### src/mavg_pkg.sv
package mavg_pkg;

  // converter code width, fixed by the sample format
  localparam int SMP_W        = 12;
  // defaults for the top-level parameters
  localparam int WINDOW_DEF   = 20;
  localparam int CHANNELS_DEF = 2;
  // depth of the request queue between front and back
  localparam int QDEPTH       = 2;
  localparam int QPTR_W       = (QDEPTH > 1) ? $clog2(QDEPTH) : 1;
  localparam int QCNT_W       = $clog2(QDEPTH + 1);

  // one classified request as it travels from front to back
  typedef struct packed {
    logic             bad;      // channel outside the configured range
    logic             channel;
    logic [SMP_W-1:0] sample;
  } item_t;

endpackage

### src/mavg_front.sv
module mavg_front
  import mavg_pkg::*;
#(
  parameter int CHANNELS = CHANNELS_DEF
) (
  input  logic             clk,
  input  logic             rst_n,
  input  logic             push_i,
  output logic             full_o,
  input  logic             channel_i,
  input  logic [SMP_W-1:0] sample_i,
  output item_t            q_item_o,
  output logic             q_empty_o,
  input  logic             q_pop_i
);

  item_t             q_mem_r [QDEPTH];
  logic [QPTR_W-1:0] wr_ptr_r;
  logic [QPTR_W-1:0] rd_ptr_r;
  logic [QCNT_W-1:0] cnt_r;
  logic              push_ok;
  logic              pop_ok;
  item_t             item_in;

  assign full_o    = (cnt_r == QCNT_W'(QDEPTH));
  assign q_empty_o = (cnt_r == '0);
  assign push_ok   = push_i && !full_o;
  assign pop_ok    = q_pop_i && !q_empty_o;
  assign q_item_o  = q_mem_r[rd_ptr_r];

  always_comb begin
    item_in.bad     = (32'(channel_i) >= CHANNELS);
    item_in.channel = channel_i;
    item_in.sample  = sample_i;
  end

  always_ff @(posedge clk) begin
    if (push_ok) begin
      q_mem_r[wr_ptr_r] <= item_in;
    end
  end

  always_ff @(posedge clk) begin
    if (!rst_n) begin
      wr_ptr_r <= '0;
      rd_ptr_r <= '0;
      cnt_r    <= '0;
    end else begin
      if (push_ok) begin
        wr_ptr_r <= (wr_ptr_r == QPTR_W'(QDEPTH - 1)) ? '0 : wr_ptr_r + 1'b1;
      end
      if (pop_ok) begin
        rd_ptr_r <= (rd_ptr_r == QPTR_W'(QDEPTH - 1)) ? '0 : rd_ptr_r + 1'b1;
      end
      if (push_ok && !pop_ok) begin
        cnt_r <= cnt_r + 1'b1;
      end else if (pop_ok && !push_ok) begin
        cnt_r <= cnt_r - 1'b1;
      end
    end
  end

  // back end must never pop an empty queue
  a_pop_nonempty: assert property (@(posedge clk) disable iff (!rst_n)
    q_pop_i |-> (cnt_r != '0))
    else $error("request queue popped while empty");

endmodule

### src/mavg_div.sv
module mavg_div
  import mavg_pkg::*;
#(
  parameter int DVD_W = 17,
  parameter int DVS_W = 5
) (
  input  logic             clk,
  input  logic             rst_n,
  input  logic             start_i,
  input  logic [DVD_W-1:0] dividend_i,
  input  logic [DVS_W-1:0] divisor_i,
  output logic             done_o,
  output logic [DVD_W-1:0] quotient_o
);

  localparam int STEP_W = $clog2(DVD_W);

  logic              busy_r;
  logic              done_r;
  logic [STEP_W-1:0] step_r;
  logic [DVD_W-1:0]  quo_r;
  logic [DVS_W-1:0]  rem_r;
  logic [DVS_W-1:0]  dvs_r;
  logic [DVS_W:0]    trial;
  logic [DVS_W:0]    diff;
  logic              qbit;

  // restoring division, one quotient bit per cycle, MSB first
  always_comb begin
    trial = {rem_r, quo_r[DVD_W-1]};
    diff  = trial - {1'b0, dvs_r};
    qbit  = (trial >= {1'b0, dvs_r});
  end

  always_ff @(posedge clk) begin
    if (!rst_n) begin
      busy_r <= 1'b0;
      done_r <= 1'b0;
      step_r <= '0;
    end else begin
      // pulse on the cycle after the last quotient bit
      done_r <= !start_i && busy_r && (step_r == STEP_W'(DVD_W - 1));
      if (start_i) begin
        busy_r <= 1'b1;
        step_r <= '0;
        quo_r  <= dividend_i;
        rem_r  <= '0;
        dvs_r  <= divisor_i;
      end else if (busy_r) begin
        rem_r  <= qbit ? diff[DVS_W-1:0] : trial[DVS_W-1:0];
        quo_r  <= {quo_r[DVD_W-2:0], qbit};
        step_r <= step_r + 1'b1;
        if (step_r == STEP_W'(DVD_W - 1)) begin
          busy_r <= 1'b0;
        end
      end
    end
  end

  assign done_o     = done_r;
  assign quotient_o = quo_r;

  a_no_restart: assert property (@(posedge clk) disable iff (!rst_n)
    start_i |-> !busy_r)
    else $error("divider started while busy");

endmodule

### src/mavg_back.sv
module mavg_back
  import mavg_pkg::*;
#(
  parameter int WINDOW   = WINDOW_DEF,
  parameter int CHANNELS = CHANNELS_DEF
) (
  input  logic             clk,
  input  logic             rst_n,
  input  item_t            q_item_i,
  input  logic             q_empty_i,
  output logic             q_pop_o,
  input  logic             pop_i,
  output logic             res_valid_o,
  output logic [SMP_W-1:0] res_avg_o
);

  localparam int CH_W   = (CHANNELS > 1) ? $clog2(CHANNELS) : 1;
  localparam int SLOT_W = $clog2(WINDOW);
  localparam int CNT_W  = $clog2(WINDOW + 1);
  localparam int SUM_W  = SMP_W + $clog2(WINDOW);
  localparam int DEPTH  = CHANNELS * WINDOW;
  localparam int ADDR_W = $clog2(DEPTH);

  typedef enum logic [2:0] {
    ST_IDLE,
    ST_LOOK,
    ST_RD,
    ST_UPD,
    ST_DIV,
    ST_OUT
  } state_t;

  state_t            state_r;
  item_t             item_r;
  logic [CH_W-1:0]   ch_r;
  logic [ADDR_W-1:0] idx_r;
  logic [SMP_W-1:0]  store_r [DEPTH];
  logic [SMP_W-1:0]  rd_data_r;
  logic [CNT_W-1:0]  fill_cnt_r [CHANNELS];
  logic [SLOT_W-1:0] slot_r [CHANNELS];
  logic [SUM_W-1:0]  sum_r [CHANNELS];
  logic              div_start_r;
  logic [SUM_W-1:0]  div_dvd_r;
  logic [CNT_W-1:0]  div_dvs_r;
  logic              div_done;
  logic [SUM_W-1:0]  div_quo;
  logic              res_valid_r;
  logic [SMP_W-1:0]  res_avg_r;

  logic              win_full;
  logic [SUM_W-1:0]  sum_nxt;
  logic [CNT_W-1:0]  cnt_nxt;
  logic [SLOT_W-1:0] slot_nxt;
  logic              res_free;
  logic              res_load;
  logic              mem_we;

  assign q_pop_o  = (state_r == ST_IDLE) && !q_empty_i;
  assign res_free = !res_valid_r || pop_i;
  assign res_load = (state_r == ST_OUT) && res_free;
  assign mem_we   = (state_r == ST_UPD);

  always_comb begin
    win_full = (fill_cnt_r[ch_r] == CNT_W'(WINDOW));
    sum_nxt  = sum_r[ch_r] - (win_full ? SUM_W'(rd_data_r) : '0) + SUM_W'(item_r.sample);
    cnt_nxt  = win_full ? fill_cnt_r[ch_r] : fill_cnt_r[ch_r] + 1'b1;
    slot_nxt = (slot_r[ch_r] == SLOT_W'(WINDOW - 1)) ? '0 : slot_r[ch_r] + 1'b1;
  end

  // sample store: one write and one registered read port
  always_ff @(posedge clk) begin
    if (mem_we) begin
      store_r[idx_r] <= item_r.sample;
    end
    rd_data_r <= store_r[idx_r];
  end

  always_ff @(posedge clk) begin
    if (!rst_n) begin
      state_r     <= ST_IDLE;
      div_start_r <= 1'b0;
      res_valid_r <= 1'b0;
      for (int i = 0; i < CHANNELS; i++) begin
        fill_cnt_r[i] <= '0;
        slot_r[i]     <= '0;
        sum_r[i]      <= '0;
      end
    end else begin
      div_start_r <= (state_r == ST_UPD);
      // a new result may replace the one being taken in the same cycle
      if (res_load) begin
        res_valid_r <= 1'b1;
      end else if (pop_i && res_valid_r) begin
        res_valid_r <= 1'b0;
      end
      unique case (state_r)
        ST_IDLE: begin
          if (!q_empty_i) begin
            item_r  <= q_item_i;
            ch_r    <= q_item_i.bad ? '0 : CH_W'(q_item_i.channel);
            state_r <= q_item_i.bad ? ST_OUT : ST_LOOK;
          end
        end
        ST_LOOK: begin
          idx_r   <= ADDR_W'(int'(ch_r) * WINDOW + int'(slot_r[ch_r]));
          state_r <= ST_RD;
        end
        ST_RD: begin
          state_r <= ST_UPD;
        end
        ST_UPD: begin
          sum_r[ch_r]      <= sum_nxt;
          fill_cnt_r[ch_r] <= cnt_nxt;
          slot_r[ch_r]     <= slot_nxt;
          div_dvd_r        <= sum_nxt;
          div_dvs_r        <= cnt_nxt;
          state_r          <= ST_DIV;
        end
        ST_DIV: begin
          if (div_done) begin
            state_r <= ST_OUT;
          end
        end
        ST_OUT: begin
          if (res_free) begin
            res_avg_r <= item_r.bad ? '0 : div_quo[SMP_W-1:0];
            state_r   <= ST_IDLE;
          end
        end
        default: begin
          state_r <= ST_IDLE;
        end
      endcase
    end
  end

  mavg_div #(
    .DVD_W (SUM_W),
    .DVS_W (CNT_W)
  ) u_div (
    .clk        (clk),
    .rst_n      (rst_n),
    .start_i    (div_start_r),
    .dividend_i (div_dvd_r),
    .divisor_i  (div_dvs_r),
    .done_o     (div_done),
    .quotient_o (div_quo)
  );

  assign res_valid_o = res_valid_r;
  assign res_avg_o   = res_avg_r;

  a_div_nonzero: assert property (@(posedge clk) disable iff (!rst_n)
    div_start_r |-> (div_dvs_r != '0))
    else $error("divide started with zero count");

  a_fill_bound: assert property (@(posedge clk) disable iff (!rst_n)
    (state_r == ST_UPD) |-> (fill_cnt_r[ch_r] <= CNT_W'(WINDOW)))
    else $error("fill count beyond window");

endmodule

### src/two_channel_moving_average.sv
// Path: a request passes the queue, store look-up and read, sum update, divider
//   and result register; a request on an unsupported channel skips to the result register.
// Requests: the back end takes a new request only once the last result is loaded;
//   its restoring divider yields one quotient bit per cycle.
// Reset: rst_n is synchronous, active low; clears fill counts, slots, sums,
//   queue and result flag. Sample store is not cleared: entries are only read once written.
module two_channel_moving_average
  import mavg_pkg::*;
#(
  parameter int WINDOW   = WINDOW_DEF,   // samples kept per channel, 2..32
  parameter int CHANNELS = CHANNELS_DEF  // channels with storage, 1..8
) (
  input  logic             clk,
  input  logic             rst_n,
  // request side
  input  logic             push,
  output logic             full,
  input  logic             in_channel,
  input  logic [SMP_W-1:0] in_sample,
  // result side
  output logic             empty,
  input  logic             pop,
  output logic [SMP_W-1:0] out_average
);

  // front: takes requests, flags an out-of-range channel, and queues them
  item_t q_item;
  logic  q_empty;
  logic  q_pop;
  logic  res_valid;

  mavg_front #(
    .CHANNELS (CHANNELS)
  ) u_front (
    .clk       (clk),
    .rst_n     (rst_n),
    .push_i    (push),
    .full_o    (full),
    .channel_i (in_channel),
    .sample_i  (in_sample),
    .q_item_o  (q_item),
    .q_empty_o (q_empty),
    .q_pop_i   (q_pop)
  );

  // back: store read, running-sum update, divide by fill count, result register.
  // The result register lets the back end take and work on one more request while a result waits.
  mavg_back #(
    .WINDOW   (WINDOW),
    .CHANNELS (CHANNELS)
  ) u_back (
    .clk         (clk),
    .rst_n       (rst_n),
    .q_item_i    (q_item),
    .q_empty_i   (q_empty),
    .q_pop_o     (q_pop),
    .pop_i       (pop),
    .res_valid_o (res_valid),
    .res_avg_o   (out_average)
  );

  assign empty = !res_valid;

endmodule
### config.mk
export PLATFORM = sky130hd
export DESIGN_NAME = two_channel_moving_average
export DESIGN_NICKNAME = d
export VERILOG_FILES = /design/src/mavg_pkg.sv /design/src/mavg_front.sv /design/src/mavg_div.sv /design/src/mavg_back.sv /design/src/two_channel_moving_average.sv
export SDC_FILE = /design/constraint.sdc
export NUM_CORES = 1
export LEC_CHECK = 0
export BUFFER_PORTS_ARGS = -buffer_cell sky130_fd_sc_hd__buf_2
export CAP_MARGIN = 15
export CORE_MARGIN = 2
export CORE_UTILIZATION = 63
export CTS_CLUSTER_DIAMETER = 60
export DETAILED_ROUTE_END_ITERATION = 8
export GPL_TIMING_DRIVEN = 0
export HOLD_SLACK_MARGIN = 0.03
export MAX_ROUTING_LAYER = met4
export PLACE_DENSITY_LB_ADDON = 0.3
export SYNTH_ARGS = -nofsm -noshare
export SYNTH_HDL_FRONTEND = slang
export SYNTH_HIERARCHICAL = 1
export SYNTH_SLANG_ARGS = --single-unit
### constraint.sdc
create_clock -name clk -period 4.95 [get_ports clk]
set_input_delay 0.495 -clock clk [delete_from_list [all_inputs] [get_ports clk]]
set_output_delay 0.495 -clock clk [all_outputs]
set_load 0.03 [all_outputs]
Word level (Yosys, flattened, before mapping):

Memory sizes are Yosys's and may differ from the RTL's. A register that Yosys moved wholly into a read port is not among the register bits.
Index checks and enable logic that the tools add are counted.

* register bits: 97
* bits in writable memories: 560
* bits of input ports: 17
* memories kept: 5

Memories
* u_back.store_r: depth 40, width 12, read ports 1, clocked after Yosys merged registers in 1, wr ports 1, RTL line mavg_back.sv:37 `logic [SMP_W-1:0] store_r [DEPTH];`
* u_back.sum_r: depth 2, width 17, read ports 1, clocked after Yosys merged registers in 1, wr ports 2, RTL line mavg_back.sv:41 `logic [SUM_W-1:0] sum_r [CHANNELS];`
* u_front.q_mem_r: depth 2, width 13, read ports 1, clocked after Yosys merged registers in 1, wr ports 1, RTL line mavg_front.sv:17 `item_t q_mem_r [QDEPTH];`
* u_back.fill_cnt_r: depth 2, width 5, read ports 1, clocked after Yosys merged registers in 1, wr ports 2, RTL line mavg_back.sv:39 `logic [CNT_W-1:0] fill_cnt_r [CHANNELS];`
* u_back.slot_r: depth 2, width 5, read ports 1, clocked after Yosys merged registers in 1, wr ports 2, RTL line mavg_back.sv:40 `logic [SLOT_W-1:0] slot_r [CHANNELS];`

* add/subtract/negate cells: 11
* $mul: 1
* $lt $le $gt $ge: 1
* equality and inequality tests: 12
* mux-type cells: 45
* bitwise logic cells: 2
* reductions and logical operators: 32

Operator list (count)
* $mux W17: 3
* $mux W5: 6
* $mux W1: 28
* $pmux W3 S6: 1
* $add A17 B12 Y17: 1
* $reduce_or A17 Y1: 1
* $sub A17 B17 Y17: 1
* $add A5 B1 Y5 const B: 3
* $eq A5 B5 Y1 const B: 3
* $mux W12: 1
* $mux W3: 4
* $reduce_or A5 Y1: 2
* $logic_and A1 B1 Y1: 9
* $reduce_and A3 Y1: 3
* $reduce_and A2 Y1: 4
* $add A6 B6 Y6: 1
* $eq A3 B2 Y1 const B: 2
* $eq A3 B3 Y1 const B: 2
* $ge A6 B5 Y1: 1
* $logic_not A1 Y1: 6
* $reduce_bool A2 Y1: 3
* $sub A5 B5 Y5: 1
* $mul A1 B3 Y4 const B: 1
* $mux W2: 2
* other kinds (12): 15

Depth between registers and ports, before layout:

Gate-level depths: netlist (run 1).

* depth after elaboration: 7
* mapped depth: 18

Hierarchy:

Netlist (run 1), hierarchy kept.

Modules (own cells, without submodules)
* mavg_back: times used 1, cells an instance 1526, area each 24872.6 um^2, seq. area each 18017.3 um^2
* mavg_div: times used 1, cells an instance 122, area each 1666.6 um^2, seq. area each 950.9 um^2
* mavg_front: times used 1, cells an instance 67, area each 1177.4 um^2, seq. area each 880.8 um^2
* two_channel_moving_average: times used 1, cells an instance 1, area each 3.8 um^2, seq. area each 0.0 um^2

Worst setup path after synthesis (run 1):

Ideal clock, no wire load.

* kind: flip-flop to flip-flop
* start: reg with a tool-made name
* end: mem u_back/sum_r[0][15] (netlist name) (data pin)
* setup time: 267 ps
* arrival: 3950 ps
* setup slack: 733 ps
* cell stages (with the launch flop): 18
* buffers on the path: 4
* period minus slack after synthesis: 4217 ps
* cells stage by stage: dfxtp_1 > buf_2 > buf_2 > mux2i_1 > ha_1 > nand2b_1 > nor3_1 > clkbuf_1 > and2_1 > fa_1 > inv_1 > ha_1 > clkbuf_1 > a21o_1 > a31o_1 > a311o_1 > nor3_1 > nor3b_1

RTL lines (RTL line)
* to (decl): mavg_back.sv:41

==> run summary, run 1 <==
Run status: completed
Avg WL per Cell: 31.2 um
Antenna-violating nets left: 0
All-Layer GR Usage: 36.3%
Vias in the first global route: 16900
Top cells by area, synth: edfxtp_1, mux4_2, mux2_2
CP bufs+invs: 5
TNS Setup: 0 ns
Routed via count: 17300
Vias/cell: 6.88
Post-synth top cells: edfxtp_1, nor2_1, inv_1, nand2_1, mux2_2
Worst setup SP type: register
Tot Pwr: 14500 uW
Input/output buffers: 30
Core region area: 43300 sq um
Clock skew: 0.0182 ns
RSZ-0062 raised after global routing: no
Crit Path Class: reg2reg
Die Y: 214 um
Routability Congestion: 1.04
Router iterations before antenna repair: 6
Top-count cell post-synth: edfxtp_1
Period utilization: 94.6%
Multi-input logic area: 7140 sq um
Seq cells post-synth: 671
CTS max path bufs: 3
I/O pin count: 31
Clk slew on worst S/H paths: 0.06 ns
Share of layout cells above drive strength 1: 18.7%
Util after Layout: 72.8%
Starting Density: 64.1%
Die W: 214 um
Max cap viols: 0
Clock Latency Late Sink: 0.64 ns
Distinct cells, synth: 88
Slowest CP cell: fa_1
CTS tree: built
Cell family with the largest share of critical-path delay: buffers and inverters
Ys async rst share: 0%
Worst path required time: 5.32 ns
Dpl cell area: 29400 sq um
Yosys top cell by area: edfxtp_1
F_max: 214 MHz
Slew @ Worst Pin: 1.18 ns
Area growth syn-to-layout: 13.6%
Warnings from Yosys: 6
LEAKAGE: 0.0108 uW
VDD IR-drop max: 0.000431 V
Final setup violating endpoints: 0
Top cell type's share of synthesized area: 69.4%
Hold crit path type: in2reg
Hpwl dp: 52.2 mm
DRT iter0 DRCs: 2662
CP Capture Type: register
CP peak stage delay: 0.44 ns
Post-layout minimum cycle time: 4.68 ns
Final Instance Area: 31500 sq um
First-pass GRT wire length: 112 mm
Post-Syn Nets: 1777
Final nets: 1935
Crit-path max FO: 10
WL final: 78.3 mm
Total CTS buffers: 61
Row Count: 76
Die area: 45700 sq um
Post-synth EDFFs: 641
Largest net degree at the start of global routing: 33
Initial antenna violation count: 0
Final hold vios: 0
Clock root cell: clkbuf_16
WP data arrival: 5.05 ns
Fillers: 2636
# diodes: 0
CTS Sinks: 671
Crit-path cells: clkbuf_4 -> buf_6 -> mux2i_2 -> ha_1 -> nand2b_1 -> nor3_4 -> clkbuf_2 -> and2_1 -> fa_1 -> inv_1 -> ha_1 -> clkbuf_1 -> a21o_1 -> a31o_1 -> a311o_1 -> nor3_1 -> nor3b_1
Total global routing overflow: 0
Cells after Synth: 1716
H-tree depth: 2
Slew Viols, Final: 0
Seq/Total Area, Yosys: 71.6%
Ys flop type: edfxtp_1
Max_slew headroom: 21.2%
Post-Syn Area per Cell: 16.2 sq um
DRC viols: 0
Sequential cell area: 19800 sq um
Synthesized area: 27700 sq um
CP dominant cell by count: ha_1
PwrDens: 461 nW/um^2
Post-CTS Setup Repair Bufs: 0
## stage by stage
step | hold WS, ns | cells | worst slack (ns)
after CTS | 0.0315 | 2505 | 0.0333
after global routing | 0.0439 | 2510 | 0.0273
final | 0.0605 | 2510 | 0.267
after global placement | 0.400 | 2331 | -0.292
after floorplan | 0.400 | 1716 | 0.733
after detailed placement | 0.406 | 2385 | -0.334
## final cells by class
class	instances	share of cell area [%]
Inverter	77	0.918
Clock inverter	41	1.12
Multi-Input combinational cell	876	22.7
Timing Repair Buffer	95	3.40
Sequential cell	671	63.0
Tap cell	585	2.32
Buffer	92	1.55
Clock buffer	73	4.99
## layout by cell type (no fill, tap or decap), types with 23 or more instances in the layout
cell type	synthesis	routed
edfxtp_1	641	641
buf_2	36	65
buf_6	5	32
ha_1	31	31
a21oi_1	40	40
nor2_1	113	111
buf_4	9	23
a221oi_1	37	37
and2_1	29	29
a22oi_1	40	40
mux2_2	65	65
clkbuf_16	0	61
nand2_1	66	66
mux2i_1	64	63
inv_1	74	74
mux4_2	44	44
clkbuf_1	39	50
dfxtp_1	30	30
o21ai_0	43	43
## state kept, by name, summed over array words and instances (netlist names), 2 cells and up, named ones only
signal                   cells
u_back/div_dvs_r             5
u_back/rd_data_r            12
u_back/sum_r                34
u_back/res_avg_o            12
u_back/div_dvd_r            17
u_back/item_r               13
u_back/store_r             480
u_back/u_div/step_r          5
u_back/slot_r               10
u_back/fill_cnt_r           10
u_back/u_div/dvs_r           5
u_front/q_mem_r             26
u_back/u_div/rem_r           5
u_front/cnt_r                2
u_back/u_div/quotient_o     17
u_back/state_r               3
u_back/idx_r                 6
## metal layers
layer	share of wire [%]	vias to the layer above	routed length, um	track usage [%]
li1	-	7008	-	-
met1	37	8608	28900	48.7
met2	44	1366	34500	51.6
met3	14	290	10900	11.4
met4	5.1	0	3960	15.7
met5	0	-	0	-
## power by group
part | internal (uW) | switching [uW]
logic | 1070 | 2010
clock network | 2520 | 2040
registers | 6690 | 175
total | 10300 | 4220
## cells by family after synthesis
family	count (synthesis)	share of synthesized area (%)
flops	671	71.6
simple gates	341	6.18
compound gates	290	7.57
mux	178	8.84
buf+inv	169	2.77
fa+ha+maj	44	2.34
xor+xnor	22	0.695
other cells	1	0.0135
## path summary, 6_finish.rpt
kind              depth (start not counted)  slack, ns                start                    end
hold / removal                            1       0.06         in_sample[3]  u_front/q_mem_r[0][3]
setup reg to reg                         17       0.27             register    u_back/sum_r[0][15]
setup / recovery                         17       0.27             register    u_back/sum_r[0][15]
hold reg to reg                           0       0.42  u_back/div_dvs_r[4]  u_back/u_div/dvs_r[4]
## timing repair
item                                    in CTS  in global routing
hold buffers                                 6                  0
endpoints found under the setup margin      33                 27
endpoints found under the hold margin       11                  0
gates resized for setup                      3                  4
gates cloned                                 0                  0
Note: power is estimated with default switching activity, not from simulation.
==> inputs of run 2 (changes only) <==
--- a/config.mk
+++ b/config.mk
@@ -8,7 +8,8 @@
 export BUFFER_PORTS_ARGS = -buffer_cell sky130_fd_sc_hd__buf_2
 export CAP_MARGIN = 15
 export CORE_MARGIN = 2
-export CORE_UTILIZATION = 63
+export CORE_UTILIZATION = 45
+export CTS_BUF_LIST = sky130_fd_sc_hd__clkbuf_8
 export CTS_CLUSTER_DIAMETER = 60
 export DETAILED_ROUTE_END_ITERATION = 8
 export GPL_TIMING_DRIVEN = 0
==> run summary, run 2 (same netlist as run 1, synthesis figures left out) <==
Die area: 63600 sq um (+39%)
Clock root cell: clkbuf_8
Router iterations before antenna repair: 6 (unchanged)
Area growth syn-to-layout: 14.9%
Row Count: 90 (+18%)
Routability Congestion: 0.977 (-5.7%)
Slew Viols, Final: 0 (unchanged)
Core region area: 60600 sq um (+40%)
Max_slew headroom: 22.4% (+1.2 points)
Final nets: 1982 (+2.4%)
CP Capture Type: register
Total global routing overflow: 0 (unchanged)
Avg WL per Cell: 28.9 um (-7.3%)
Util after Layout: 52.6% (-20 points)
Biggest regs: u_back/store_r (480), u_back/sum_r (34), u_front/q_mem_r (26)
Most common cell after layout, fill and taps aside: edfxtp_1
Tot Pwr: 14300 uW (-1.3%)
Fin Hold WS: 0.146 ns (+0.0859 ns)
Hold depth: 2 (+1)
Input/output buffers: 30 (unchanged)
I/O pin count: 31 (unchanged)
First-pass GRT wire length: 115 mm (+2.9%)
Worst path required time: 5.48 ns (+0.16 ns)
Reg2Reg Depth: 18 (+1)
Post-layout minimum cycle time: 4.60 ns (-0.0800 ns)
Starting Density: 45.8% (-18 points)
Antenna-violating nets left: 0 (unchanged)
LEAKAGE: 0.0110 uW (+1.8%)
Vias in the first global route: 16500 (-1.9%)
All-Layer GR Usage: 26.4% (-9.9 points)
F_max: 217 MHz (+1.7%)
Routed via count: 16800 (-2.7%)
CTS tree: built
Final hold vios: 0 (unchanged)
Die Y: 252 um (+18%)
Clock skew: 0.0633 ns (+0.0451 ns)
Share of layout cells above drive strength 1: 20.8% (+2.1 points)
Crit Path Class: reg2reg
Clock Latency Late Sink: 0.75 ns (+0.11 ns)
CTS Sinks: 671 (unchanged)
Hold crit path type: in2reg
Period utilization: 93.0% (-1.6 points)
Slew @ Worst Pin: 1.16 ns (-0.0167 ns)
Vias/cell: 6.01 (-13%)
Max cap viols: 0 (unchanged)
RSZ-0062 raised after global routing: no
WL final: 80.8 mm (+3.3%)
Initial antenna violation count: 4 (+4)
Fillers: 4910 (+86%)
Total CTS buffers: 106 (+74%)
Die W: 252 um (+18%)
Most flop-heavy register: u_back/store_r
DRC viols: 0 (unchanged)
H-tree depth: 3 (+1)
Commonest non-fill, non-tap cells in the layout: edfxtp_1, clkbuf_8, inv_1, nor2_1, nand2_1
Max reg flops: 480 (unchanged)
Largest net degree at the start of global routing: 33 (unchanged)
CTS max path bufs: 3 (unchanged)
DRT iter0 DRCs: 2330 (-12%)
VDD IR-drop max: 0.000320 V (-26%)
Clk slew on worst S/H paths: 0.06 ns (about the same)
Worst setup SP type: register
PwrDens: 450 nW/um^2 (-2.3%)
Run status: completed
WP data arrival: 5.13 ns (+0.08 ns)
Final setup violating endpoints: 0 (unchanged)
Hpwl dp: 55.0 mm (+5.3%)
Crit-path max FO: 10 (unchanged)
run 2: where the power goes:
part           internal [uW]  switching, uW  total, uW
clock                   2160           2240       4400
combinational           1060           1970       3020
sequential              6690            211       6900
total                   9910           4410      14300
run 2: timing repair:
| action | 4_1_cts | 5_1_grt |
|---|---|---|
| hold buffers | 13 | 0 |
| pin swaps | 0 | 1 |
| endpoints found under the hold margin | 26 | 0 |
| setup buffers | 0 | 2 |
| resized for setup | 3 | 6 |
| endpoints found under the setup margin | 36 | 30 |
run 2: worst max-delay path, cell delays in order, from the launching register on:
cell      delay (ns)
dfxtp_1         0.30
clkbuf_4        0.26
buf_4           0.29
mux2i_2         0.32
ha_1            0.20
nand2b_1        0.10
nor3_4          0.30
clkbuf_2        0.26
and2_1          0.20
ha_1            0.24
inv_1           0.06
ha_1            0.18
inv_1           0.07
fa_1            0.45
nor2b_1         0.18
o31a_1          0.27
a211oi_2        0.14
or3_1           0.39
a21oi_1         0.19
run 2: final cells by class:
class	count	area, sq um	area share (%)
diodes	3	7.51	0.0236
plain buffers	92	484	1.52
clock buffers	107	1470	4.62
clock inverters	92	512	1.61
inverters	77	289	0.908
multi-input cells	876	7160	22.5
flip-flops and latches	671	19800	62.3
well taps	782	978	3.07
repair buffers	97	1090	3.42
run 2: worst paths after layout:
| check | slack [ns] | endpoint | startpoint |
|---|---|---|---|
| worst max-delay path | 0.35 | u_back/sum_r[0][10] | register |
| worst min-delay path | 0.15 | u_front/wr_ptr_r | rst_n |
| worst max register to register | 0.35 | u_back/sum_r[0][10] | register |
| worst min register to register | 0.42 | u_back/u_div/dvs_r[4] | u_back/div_dvs_r[4] |
run 2: per-stage QoR:
step | std cells | setup slack, ns | cell area [sq um] | setup TNS (ns)
global placement | 2528 | -0.313 | 28800 | -7.64
global route | 2797 | 0.00669 | 31800 | 0
CTS | 2789 | 0.0730 | 31800 | 0
floorplan | 1716 | 0.733 | 27700 | 0
detailed placement | 2577 | -0.395 | 29600 | -10.16
finish | 2797 | 0.347 | 31800 | 0
run 2: layer usage:
layer / part of all wire [%] / track usage [%] / up-vias
li1: - / - / 7129
met5: 0 / - / -
met2: 46 / 40.3 / 958
met1: 40 / 34.8 / 8504
met3: 9.3 / 5.20 / 211
met4: 4.2 / 10.8 / 0
